--- config.mk ---
export PLATFORM = sky130hd
export DESIGN_NAME = vec4_register_packing_allocator_core
export DESIGN_NICKNAME = d
export VERILOG_FILES = /design/src/design/vrpa_pkg.sv /design/src/design/vrpa_place.sv /design/src/design/vec4_register_packing_allocator_core.sv
export VERILOG_INCLUDE_DIRS = /design/src /design/src/design
export SDC_FILE = /design/constraint.sdc
export NUM_CORES = 1
export LEC_CHECK = 0
export BUFFER_PORTS_ARGS = -buffer_cell sky130_fd_sc_hd__buf_2
export CELL_PAD_IN_SITES_DETAIL_PLACEMENT = 0
export CELL_PAD_IN_SITES_GLOBAL_PLACEMENT = 2
export CORE_MARGIN = 2
export CORE_UTILIZATION = 35
export DETAILED_ROUTE_END_ITERATION = 7
export GPL_TIMING_DRIVEN = 0
export PLACE_DENSITY_LB_ADDON = 0.1
export SETUP_SLACK_MARGIN = 0.2
export SLEW_MARGIN = 20
export SYNTH_ARGS = -nofsm -noshare
export SYNTH_HDL_FRONTEND = slang
export SYNTH_SLANG_ARGS = --single-unit
--- constraint.sdc ---
create_clock -name clk -period 12.7 [get_ports clk]
set_clock_uncertainty 0.2 [all_clocks]
set_input_delay 1.27 -clock clk [delete_from_list [all_inputs] [get_ports clk]]
set_output_delay 1.27 -clock clk [all_outputs]
set_load 0.03 [all_outputs]
--- src/design/vec4_register_packing_allocator_core_macros.svh ---
// Assertion macros shared by the allocator RTL.
`ifndef VEC4_REGISTER_PACKING_ALLOCATOR_CORE_MACROS_SVH
`define VEC4_REGISTER_PACKING_ALLOCATOR_CORE_MACROS_SVH

`ifndef ASSERT_OFF
// Clocked check, masked while reset is asserted.
`define VRPA_ASSERT(lbl, clk, rst_n, prop, msg) \
  lbl: assert property (@(posedge clk) disable iff (!rst_n) (prop)) else $error(msg);
// Clocked check that also holds through reset.
`define VRPA_ASSERT_ALWAYS(lbl, clk, prop, msg) \
  lbl: assert property (@(posedge clk) (prop)) else $error(msg);
`else
`define VRPA_ASSERT(lbl, clk, rst_n, prop, msg)
`define VRPA_ASSERT_ALWAYS(lbl, clk, prop, msg)
`endif

`endif

--- src/design/vrpa_pkg.sv ---
package vrpa_pkg;

  // Grid geometry and fixed field widths
  localparam int NUM_COLS   = 4;
  localparam int CNT_W      = 3;
  localparam int SIZE_W     = 9;
  localparam int CFG_W      = 9;
  localparam int OFFSET_W   = 8;
  localparam int SHIFT_W    = 2;
  localparam int TOP_W      = 9;
  localparam int IN_DATA_W  = 16;
  localparam int OUT_DATA_W = 24;
  localparam int ROWS_RST   = 8;

  // Component count codes
  localparam logic [CNT_W-1:0] COMP_SCALAR = 3'd1;
  localparam logic [CNT_W-1:0] COMP_VEC2   = 3'd2;
  localparam logic [CNT_W-1:0] COMP_VEC4   = 3'd4;

  // Column codes
  localparam logic [SHIFT_W-1:0] COL_X = 2'd0;
  localparam logic [SHIFT_W-1:0] COL_Z = 2'd2;

  // One result, last field in the lowest bits
  typedef struct packed {
    logic [TOP_W-1:0]    top_rows_used;
    logic [SHIFT_W-1:0]  column_shift;
    logic [OFFSET_W-1:0] row_offset;
    logic                placed;
  } res_t;

endpackage

--- src/design/vrpa_place.sv ---
module vrpa_place #(
  parameter int ROW_W = 9
) (
  input  logic                                   start_new,
  input  logic [vrpa_pkg::CNT_W-1:0]             component_count,
  input  logic [vrpa_pkg::SIZE_W-1:0]            row_count,
  input  logic [ROW_W-1:0]                       total_rows,
  input  logic [vrpa_pkg::NUM_COLS-1:0][ROW_W-1:0] fill_i,
  input  logic [ROW_W-1:0]                       top_i,
  input  logic [ROW_W-1:0]                       bottom_i,
  output logic [vrpa_pkg::NUM_COLS-1:0][ROW_W-1:0] fill_o,
  output logic [ROW_W-1:0]                       top_o,
  output logic [ROW_W-1:0]                       bottom_o,
  output vrpa_pkg::res_t                         res
);

  // Signed width that holds limit - fill - size without wrap
  localparam int SW = ((ROW_W > vrpa_pkg::SIZE_W) ? ROW_W : vrpa_pkg::SIZE_W) + 3;

  logic [vrpa_pkg::NUM_COLS-1:0][ROW_W-1:0] fill_e;
  logic [ROW_W-1:0]                         top_e;
  logic [ROW_W-1:0]                         bottom_e;
  logic signed [SW-1:0]                     total_s;
  logic signed [SW-1:0]                     top_s;
  logic signed [SW-1:0]                     bottom_s;
  logic signed [SW-1:0]                     size_s;
  logic signed [SW-1:0]                     limit_s;
  logic signed [SW-1:0]                     spare [vrpa_pkg::NUM_COLS];
  logic [vrpa_pkg::NUM_COLS-1:0]            col_fit;
  logic                                     item_ok;
  logic                                     top_fit;
  logic                                     spill_fit;
  logic                                     pick_ok;
  logic [vrpa_pkg::SHIFT_W-1:0]             pick;
  logic signed [SW-1:0]                     least;
  logic signed [SW-1:0]                     top_sum;
  logic signed [SW-1:0]                     bottom_sum;
  logic [ROW_W-1:0]                         offset;
  logic [vrpa_pkg::SHIFT_W-1:0]             shift;
  logic                                     placed;

  // Apply the start flag: a cleared map before placement
  always_comb begin
    fill_e   = start_new ? '0 : fill_i;
    top_e    = start_new ? '0 : top_i;
    bottom_e = start_new ? '0 : bottom_i;
  end

  // Widen the operands
  assign total_s    = SW'(total_rows);
  assign top_s      = SW'(top_e);
  assign bottom_s   = SW'(bottom_e);
  assign size_s     = SW'(row_count);
  assign top_sum    = top_s + size_s;
  assign bottom_sum = bottom_s + size_s;
  assign limit_s    = (bottom_e == '0) ? total_s : (total_s - bottom_s);

  assign item_ok = (row_count != '0) && (component_count >= vrpa_pkg::COMP_SCALAR) &&
                   (component_count <= vrpa_pkg::COMP_VEC4);
  assign top_fit = (component_count >= vrpa_pkg::COMP_VEC2) && (top_sum <= total_s);
  assign spill_fit = (component_count == vrpa_pkg::COMP_VEC2) &&
                     (SW'(fill_e[vrpa_pkg::COL_Z]) + bottom_sum <= total_s);

  // Room left in each candidate column; only z and w once a spill exists
  always_comb begin
    for (int c = 0; c < vrpa_pkg::NUM_COLS; c++) begin
      spare[c]   = limit_s - SW'(fill_e[c]) - size_s;
      col_fit[c] = (spare[c] >= 0) &&
                   ((bottom_e == '0) || (c >= int'(vrpa_pkg::COL_Z)));
    end
  end

  // Best fit: least room left, ties to the lower column
  always_comb begin
    pick_ok = 1'b0;
    pick    = vrpa_pkg::COL_X;
    least   = '0;
    for (int c = 0; c < vrpa_pkg::NUM_COLS; c++) begin
      if (col_fit[c] && (!pick_ok || (spare[c] < least))) begin
        pick_ok = 1'b1;
        pick    = vrpa_pkg::SHIFT_W'(c);
        least   = spare[c];
      end
    end
  end

  // Place the item: whole rows, then vec2 spill, then scalar best fit
  always_comb begin
    fill_o   = fill_e;
    top_o    = top_e;
    bottom_o = bottom_e;
    offset   = '0;
    shift    = vrpa_pkg::COL_X;
    placed   = 1'b0;
    priority if (item_ok && top_fit) begin
      placed = 1'b1;
      offset = top_e;
      top_o  = ROW_W'(top_sum);
      for (int c = 0; c < vrpa_pkg::NUM_COLS; c++) begin
        if (c < int'(component_count)) begin
          fill_o[c] = ROW_W'(top_sum);
        end
      end
    end else if (item_ok && spill_fit) begin
      placed   = 1'b1;
      bottom_o = ROW_W'(bottom_sum);
      offset   = ROW_W'(total_s - bottom_sum);
      shift    = vrpa_pkg::COL_Z;
    end else if (item_ok && (component_count == vrpa_pkg::COMP_SCALAR) && pick_ok) begin
      placed       = 1'b1;
      offset       = fill_e[pick];
      shift        = pick;
      fill_o[pick] = ROW_W'(SW'(fill_e[pick]) + size_s);
    end else begin
      placed = 1'b0;
    end
  end

  // Pack the result
  always_comb begin
    res.placed        = placed;
    res.row_offset    = vrpa_pkg::OFFSET_W'(offset);
    res.column_shift  = shift;
    res.top_rows_used = vrpa_pkg::TOP_W'(top_o);
  end

endmodule

--- src/design/vec4_register_packing_allocator_core.sv ---
// Vec4 register packing allocator. Each transfer on the in_ stream is one
// variable (component count 1..4, row count) to place in a grid of total_rows
// rows by four columns; each transfer on the out_ stream is its placement:
// placed flag, first row, first column and the whole rows claimed from the top.
// Vec3/vec4 (and vec2 that fit) take whole rows from the top, further vec2
// spill into z/w from the bottom, scalars take the best-fit column. Send the
// items sorted largest first and set in_tuser on the first item of a set to
// clear the map. An item passes an input register and the combinational
// placement logic into the output register; one item per cycle is sustained
// while out_tready is high, limited by the map update loop through placement.
// Write cfg_wdata (rows, saturated to MAX_ROWS) only while the block is idle.
`include "vec4_register_packing_allocator_core_macros.svh"

module vec4_register_packing_allocator_core #(
  parameter int MAX_ROWS = 256
) (
  input  logic                            clk,
  input  logic                            rst_n,
  // Configuration: total_rows
  input  logic                            cfg_we,
  input  logic [vrpa_pkg::CFG_W-1:0]      cfg_wdata,
  // Input stream
  input  logic                            in_tvalid,
  output logic                            in_tready,
  // [2:0] component_count, [11:3] row_count, [15:12] zero
  input  logic [vrpa_pkg::IN_DATA_W-1:0]  in_tdata,
  // [0] start_new
  input  logic                            in_tuser,
  // Result stream
  output logic                            out_tvalid,
  input  logic                            out_tready,
  // [0] placed, [8:1] row_offset, [10:9] column_shift, [19:11] top_rows_used,
  // [23:20] zero
  output logic [vrpa_pkg::OUT_DATA_W-1:0] out_tdata
);

  localparam int CAP   = (MAX_ROWS < 511) ? MAX_ROWS : 511;
  localparam int ROW_W = $clog2(((CAP > vrpa_pkg::ROWS_RST) ? CAP : vrpa_pkg::ROWS_RST) + 1);

  logic [ROW_W-1:0]                          total_rows_r;
  logic [ROW_W-1:0]                          total_rows_nxt;
  logic [vrpa_pkg::NUM_COLS-1:0][ROW_W-1:0]  fill_r;
  logic [vrpa_pkg::NUM_COLS-1:0][ROW_W-1:0]  fill_nxt;
  logic [ROW_W-1:0]                          top_rows_r;
  logic [ROW_W-1:0]                          top_rows_nxt;
  logic [ROW_W-1:0]                          bottom_r;
  logic [ROW_W-1:0]                          bottom_nxt;
  logic                                      s1_valid_r;
  logic                                      s1_start_r;
  logic [vrpa_pkg::CNT_W-1:0]                s1_count_r;
  logic [vrpa_pkg::SIZE_W-1:0]               s1_size_r;
  logic                                      out_valid_r;
  vrpa_pkg::res_t                            out_res_r;
  vrpa_pkg::res_t                            res_nxt;
  logic                                      advance;
  logic                                      in_xfer;

  // Stage handshake: place when the output register is free or draining
  assign advance   = s1_valid_r && (!out_valid_r || out_tready);
  assign in_tready = !s1_valid_r || !out_valid_r || out_tready;
  assign in_xfer   = in_tvalid && in_tready;

  // Saturate the row count on write
  always_comb begin
    if (int'(cfg_wdata) > MAX_ROWS) begin
      total_rows_nxt = ROW_W'(MAX_ROWS);
    end else begin
      total_rows_nxt = ROW_W'(cfg_wdata);
    end
  end

  always_ff @(posedge clk) begin
    if (!rst_n) begin
      total_rows_r <= ROW_W'(vrpa_pkg::ROWS_RST);
    end else if (cfg_we) begin
      total_rows_r <= total_rows_nxt;
    end
  end

  // Input register
  always_ff @(posedge clk) begin
    if (!rst_n) begin
      s1_valid_r <= 1'b0;
    end else if (in_tready) begin
      s1_valid_r <= in_tvalid;
    end
  end

  always_ff @(posedge clk) begin
    if (in_xfer) begin
      s1_start_r <= in_tuser;
      s1_count_r <= in_tdata[vrpa_pkg::CNT_W-1:0];
      s1_size_r  <= in_tdata[vrpa_pkg::CNT_W +: vrpa_pkg::SIZE_W];
    end
  end

  // Placement logic
  vrpa_place #(
    .ROW_W (ROW_W)
  ) u_place (
    .start_new       (s1_start_r),
    .component_count (s1_count_r),
    .row_count       (s1_size_r),
    .total_rows      (total_rows_r),
    .fill_i          (fill_r),
    .top_i           (top_rows_r),
    .bottom_i        (bottom_r),
    .fill_o          (fill_nxt),
    .top_o           (top_rows_nxt),
    .bottom_o        (bottom_nxt),
    .res             (res_nxt)
  );

  // Allocation map: commit on each advance out of the input register
  always_ff @(posedge clk) begin
    if (!rst_n) begin
      fill_r     <= '0;
      top_rows_r <= '0;
      bottom_r   <= '0;
    end else if (advance) begin
      fill_r     <= fill_nxt;
      top_rows_r <= top_rows_nxt;
      bottom_r   <= bottom_nxt;
    end
  end

  // Output register
  always_ff @(posedge clk) begin
    if (!rst_n) begin
      out_valid_r <= 1'b0;
    end else if (advance) begin
      out_valid_r <= 1'b1;
    end else if (out_tready) begin
      out_valid_r <= 1'b0;
    end
  end

  always_ff @(posedge clk) begin
    if (advance) begin
      out_res_r <= res_nxt;
    end
  end

  assign out_tvalid = out_valid_r;
  assign out_tdata  = vrpa_pkg::OUT_DATA_W'(out_res_r);

  // Checks
  `VRPA_ASSERT(a_s1_held, clk, rst_n, s1_valid_r && !advance |=> s1_valid_r,
               "input stage item dropped")
  `VRPA_ASSERT(a_fail_keeps_top, clk, rst_n,
               advance && !res_nxt.placed && !s1_start_r |=> top_rows_r == $past(top_rows_r),
               "failed placement changed top rows")
  `VRPA_ASSERT(a_spill_grows, clk, rst_n,
               advance && !s1_start_r |=> bottom_r >= $past(bottom_r),
               "spill rows shrank without a clear")
  `VRPA_ASSERT_ALWAYS(a_reset_idle, clk, !rst_n |=> !out_valid_r && !s1_valid_r,
                      "stages not empty after reset")

endmodule
==> summary by stage <==
Pwr
Sequential cells burn 23.3% of the power. The clock network burns 18.3% of the power. The leakage power figure is 6.118 nW. Net switching is 43.35% of the power.

In this run the power spent charging and discharging nets is 0.6646 mW. VDD sags by at most 0.06486 mV. Cell internal power was estimated by the tool at 0.8684 mW. Combinational logic is responsible for 58.4% of the overall power. Dividing total power by cell area gives a power density of 111.6 nW/um^2.

Placement
At the end of routability-driven placement, the weighted congestion stood at 0.8936. Once detailed placement completed, the half-perimeter wirelength came to 35,900 um. At the placement stage, the worst setup path has a slack of -4016 ps. The number of input and output port buffers inserted is 45. The post-detailed-placement cell area is 12,190 um^2.

Setup path
The critical path in this run is classified as flip-flop to flip-flop. STA classifies the critical path endpoint as a flip-flop. Among all stages on the critical path, the largest delay is contributed by sky130_fd_sc_hd__fa_1. The required arrival time at the worst endpoint is 12,790 ps. The startpoint kind of the worst setup timing path is a flip-flop. The largest fanout on the critical path is 8. Among the stages of the critical path, the cell type that occurs most often is sky130_fd_sc_hd__ha_4. Data on the critical path arrives at its endpoint at 13,050 ps. For this run, the slowest stage of the critical path takes 550 ps.

Min path
The worst hold path class is flip-flop to flip-flop.

Global route
Entering global routing, the biggest net connects 21 pins. The global router's overall resource usage is 27.05%. The aggregate global routing overflow is 0. The number of antenna violations at the first check in global routing is 0. The met3 track utilization from global routing is 4.477%. The met1 track demand over resource in global routing is 36.07%.

The via count of the first global-routing pass is 10,410. The wire length of the first global-routing pass is 66,570 um. The global routing stage identified its most utilized layer as met2.

The global-route track usage on met2 is 43.83%.

STA
The final number of hold-violating endpoints is 0. The number of pins exceeding their max-slew limit in the final report is 0. For the pin with the worst max-slew slack, the measured transition is 1155 ps.

The final worst slack is -253.4 ps. Headroom to the max-slew limit came out at 22.44%. The achievable clock frequency is 77.20 MHz.

The ratio of final minimum period to clock period is 102.0%. Setup violations remaining at the end of the flow were counted as 13. The minimum clock period after layout is 12,950 ps.

Setup repair after global routing could not meet its margin everywhere. The tightest hold path in the finished design has a slack of 245.2 ps.

Finish
The number of nets in the finished design is 1,694. The ratio of cells with drive above 1 in the final layout is 18.39%. The utilization of the core after routing is 43.29%.

The synthesis-to-layout area growth is 21.18%. The repair_antennas step left the layout with diodes totalling 0. The area of all placed cells without fillers is 13,730 um^2.

Floorplan
The number of core rows is 65. The area enclosed by the die boundary is 33,830 um^2. 57 I/O pins were placed. In this run the standard cell core region covers 31,720 um^2.

The die is 183.9 um wide. Once the floorplan was initialized, standard cells occupied 35.73% of the core. The die is 183.9 um tall.

Clock network
TritonCTS built the clock tree. The clock insertion delay at the later pin of the skew report is 370 ps. No sink is reached through more buffers than the 2 on the longest clock path. For this design, the sink count on the clock tree is 98.

After clock tree synthesis, the clock-pin slew on the worst setup and hold paths is 70 ps. The cell chosen for the clock root is sky130_fd_sc_hd__clkbuf_16. The TritonCTS buffer count is 9. After clock tree synthesis, the flow added hold-fix buffers numbering 0. The H-tree depth is 3.

Status
The checks that failed: negative setup slack. The run finished, with violations left.

Routing
Wires add up to 44,990 um. The number of nets still failing antenna checks after routing is 0. The first detailed-routing pass took 5 iterations.

After detailed routing, the number of vias per cell comes to 5.574. The detailed router finished its first iteration with 750 violations. The number of remaining DRC errors is 0.

The mean routed wirelength per cell is 23.92 um. For this block, the via count after detailed routing is 10,490.

Logic synthesis
The number of enable-type register cells in the synthesized netlist is 33. After synthesis, the mean cell area works out to 8.413 um^2. The share of the yosys chip area belonging to registers is 20.23%. In this run, synthesis produced a sequential element count of 98.

The count of synthesis-stage warnings from yosys is 0. The post-synthesis cell area is 11,330 um^2. The instance count of the mapped netlist is 1,347. Of all flip-flops after synthesis, the portion carrying an async set or reset was 0%. The dominant synthesized flop cell is sky130_fd_sc_hd__dfxtp_1.

The post-synthesis cell type count is 86.

Flow run
The tool flagged a number of max-cap violations equal to 0.
-- routing by layer --
metal  part of all wire [%]  vias up
met1                     46     5090
met4                    3.8        0
met2                     45      272
met3                    5.0       68
li1                       -     5055
met5                      0        -
-- synth_stat cells, types with 5 or more instances --
cell / instances / area share (%)
sky130_fd_sc_hd__a21oi_1: 118 / 5.2
sky130_fd_sc_hd__nand2_1: 96 / 3.2
sky130_fd_sc_hd__dfxtp_1: 65 / 11
sky130_fd_sc_hd__edfxtp_1: 33 / 8.7
sky130_fd_sc_hd__ha_1: 147 / 16
sky130_fd_sc_hd__o21bai_1: 17 / 1.1
sky130_fd_sc_hd__o211a_1: 6 / 0.53
sky130_fd_sc_hd__and3_1: 8 / 0.44
sky130_fd_sc_hd__buf_4: 7 / 0.46
sky130_fd_sc_hd__nand3b_1: 5 / 0.33
sky130_fd_sc_hd__clkbuf_1: 36 / 1.2
sky130_fd_sc_hd__nand2b_1: 65 / 3.6
sky130_fd_sc_hd__o221ai_1: 5 / 0.39
sky130_fd_sc_hd__nor3_1: 8 / 0.35
sky130_fd_sc_hd__nor2_1: 94 / 3.1
sky130_fd_sc_hd__nand4_1: 13 / 0.72
sky130_fd_sc_hd__o22ai_1: 10 / 0.55
sky130_fd_sc_hd__a21o_1: 48 / 3.2
sky130_fd_sc_hd__xnor2_1: 52 / 4.0
sky130_fd_sc_hd__fa_1: 42 / 7.4
sky130_fd_sc_hd__mux2_2: 9 / 0.89
sky130_fd_sc_hd__nand3_1: 9 / 0.40
sky130_fd_sc_hd__or3_1: 6 / 0.33
sky130_fd_sc_hd__and2_1: 9 / 0.50
sky130_fd_sc_hd__a31oi_1: 11 / 0.61
sky130_fd_sc_hd__o21ai_0: 74 / 3.3
sky130_fd_sc_hd__a21boi_0: 6 / 0.40
sky130_fd_sc_hd__o211ai_1: 8 / 0.53
sky130_fd_sc_hd__mux2i_1: 39 / 3.4
sky130_fd_sc_hd__buf_2: 6 / 0.26
sky130_fd_sc_hd__a22o_1: 15 / 1.2
sky130_fd_sc_hd__a221o_1: 6 / 0.53
sky130_fd_sc_hd__nor4b_1: 5 / 0.39
sky130_fd_sc_hd__a211oi_1: 12 / 0.79
sky130_fd_sc_hd__inv_1: 108 / 3.6
sky130_fd_sc_hd__o21a_1: 17 / 1.1
sky130_fd_sc_hd__nor2b_1: 28 / 1.5
sky130_fd_sc_hd__xor2_1: 20 / 1.5
-- sequential cells by signal (all words and copies together), names as in the netlist --
register      count
out_tdata        20
s1_count_r        3
top_rows_r        9
s1_valid_r        1
s1_start_r        1
fill_r           36
bottom_r          9
out_tvalid        1
total_rows_r      9
s1_size_r         9
-- cells by family (layout without fill, tap and decap cells) --
family	Yosys count	after routing	share of synthesized area, %
AO/OA/AOI/OAI	406	406	23.76
XOR/XNOR	72	72	5.565
adder cells (fa/ha/maj)	189	189	23.65
other	2	7	0.06627
buffers and inverters	164	291	5.797
multiplexers	49	49	4.472
flip-flops	98	98	20.23
AND/OR/NAND/NOR	367	367	16.46
-- repair_timing --
action | CTS | global route
pin swaps | 56 | 63
endpoints found under the setup margin | 46 | 34
resized for setup | 116 | 38
buffers inserted | 46 | 14
cloned | 2 | 0
-- per-stage QoR --
stage,TNS (ps),power [mW],cells
6_report,-1670,1.533,1881
5_1_grt,-14510,1.634,1881
4_1_cts,-1223,1.483,1867
3_5_place_dp,-139740,1.073,1803
3_3_place_gp,-151230,1.074,1799
2_1_floorplan,0,0.8665,1352
-- critical path, delay by kind of cell (launching register included) --
family          cells  cell delay, ps
compound gates     25            4490
xor+xnor            4             570
fa+ha+maj           9            2520
buf+inv            17            2370
flops               1             400
mux                 3             670
simple gates       13            1640
-- worst paths after layout --
kind / startpoint / cells past startpoint / slack [ps] / to
min reg2reg: fill_r[10]$_SDFFE_PN0P_ / 1 / 250 / fill_r[10]$_SDFFE_PN0P_
max reg2reg: s1_start_r$_DFFE_PP_ / 71 / -250 / fill_r[26]$_SDFFE_PN0P_
min: fill_r[10]$_SDFFE_PN0P_ / 1 / 250 / fill_r[10]$_SDFFE_PN0P_
max: s1_start_r$_DFFE_PP_ / 71 / -250 / fill_r[26]$_SDFFE_PN0P_
-- final cells by class --
cell class	instances	area [um^2]
multi-input cells	1090	9040
plain buffers	54	409.1
inverters	110	416.7
well taps	402	503.0
clock buffers	9	225.2
fillers	3211	17990
clock inverters	7	58.81
repair buffers	111	787.0
flip-flops and latches	98	2292
-- power groups by stage --
stage | logic [mW] | clock network (mW) | registers (mW)
floorplan | 0.503 | 0 | 0.363
global placement | 0.711 | 0 | 0.363
detailed placement | 0.710 | 0 | 0.363
CTS | 0.841 | 0.285 | 0.356
global route | 0.981 | 0.296 | 0.358
finish | 0.896 | 0.281 | 0.357
-- layout by cell type, fill, tap and decap left out, types with 28 or more instances in the layout --
master,synthesis,final
sky130_fd_sc_hd__ha_1,147,135
sky130_fd_sc_hd__inv_1,108,106
sky130_fd_sc_hd__a21oi_1,118,101
sky130_fd_sc_hd__nand2_1,96,93
sky130_fd_sc_hd__nor2_1,94,89
sky130_fd_sc_hd__nand2b_1,65,65
sky130_fd_sc_hd__buf_4,7,65
sky130_fd_sc_hd__dfxtp_1,65,65
sky130_fd_sc_hd__o21ai_0,74,58
sky130_fd_sc_hd__a21o_1,48,48
sky130_fd_sc_hd__buf_2,6,48
sky130_fd_sc_hd__xnor2_1,52,44
sky130_fd_sc_hd__fa_1,42,40
sky130_fd_sc_hd__edfxtp_1,33,33
sky130_fd_sc_hd__mux2i_1,39,31
sky130_fd_sc_hd__clkbuf_1,36,28
Power figures use the tool's default switching activity.
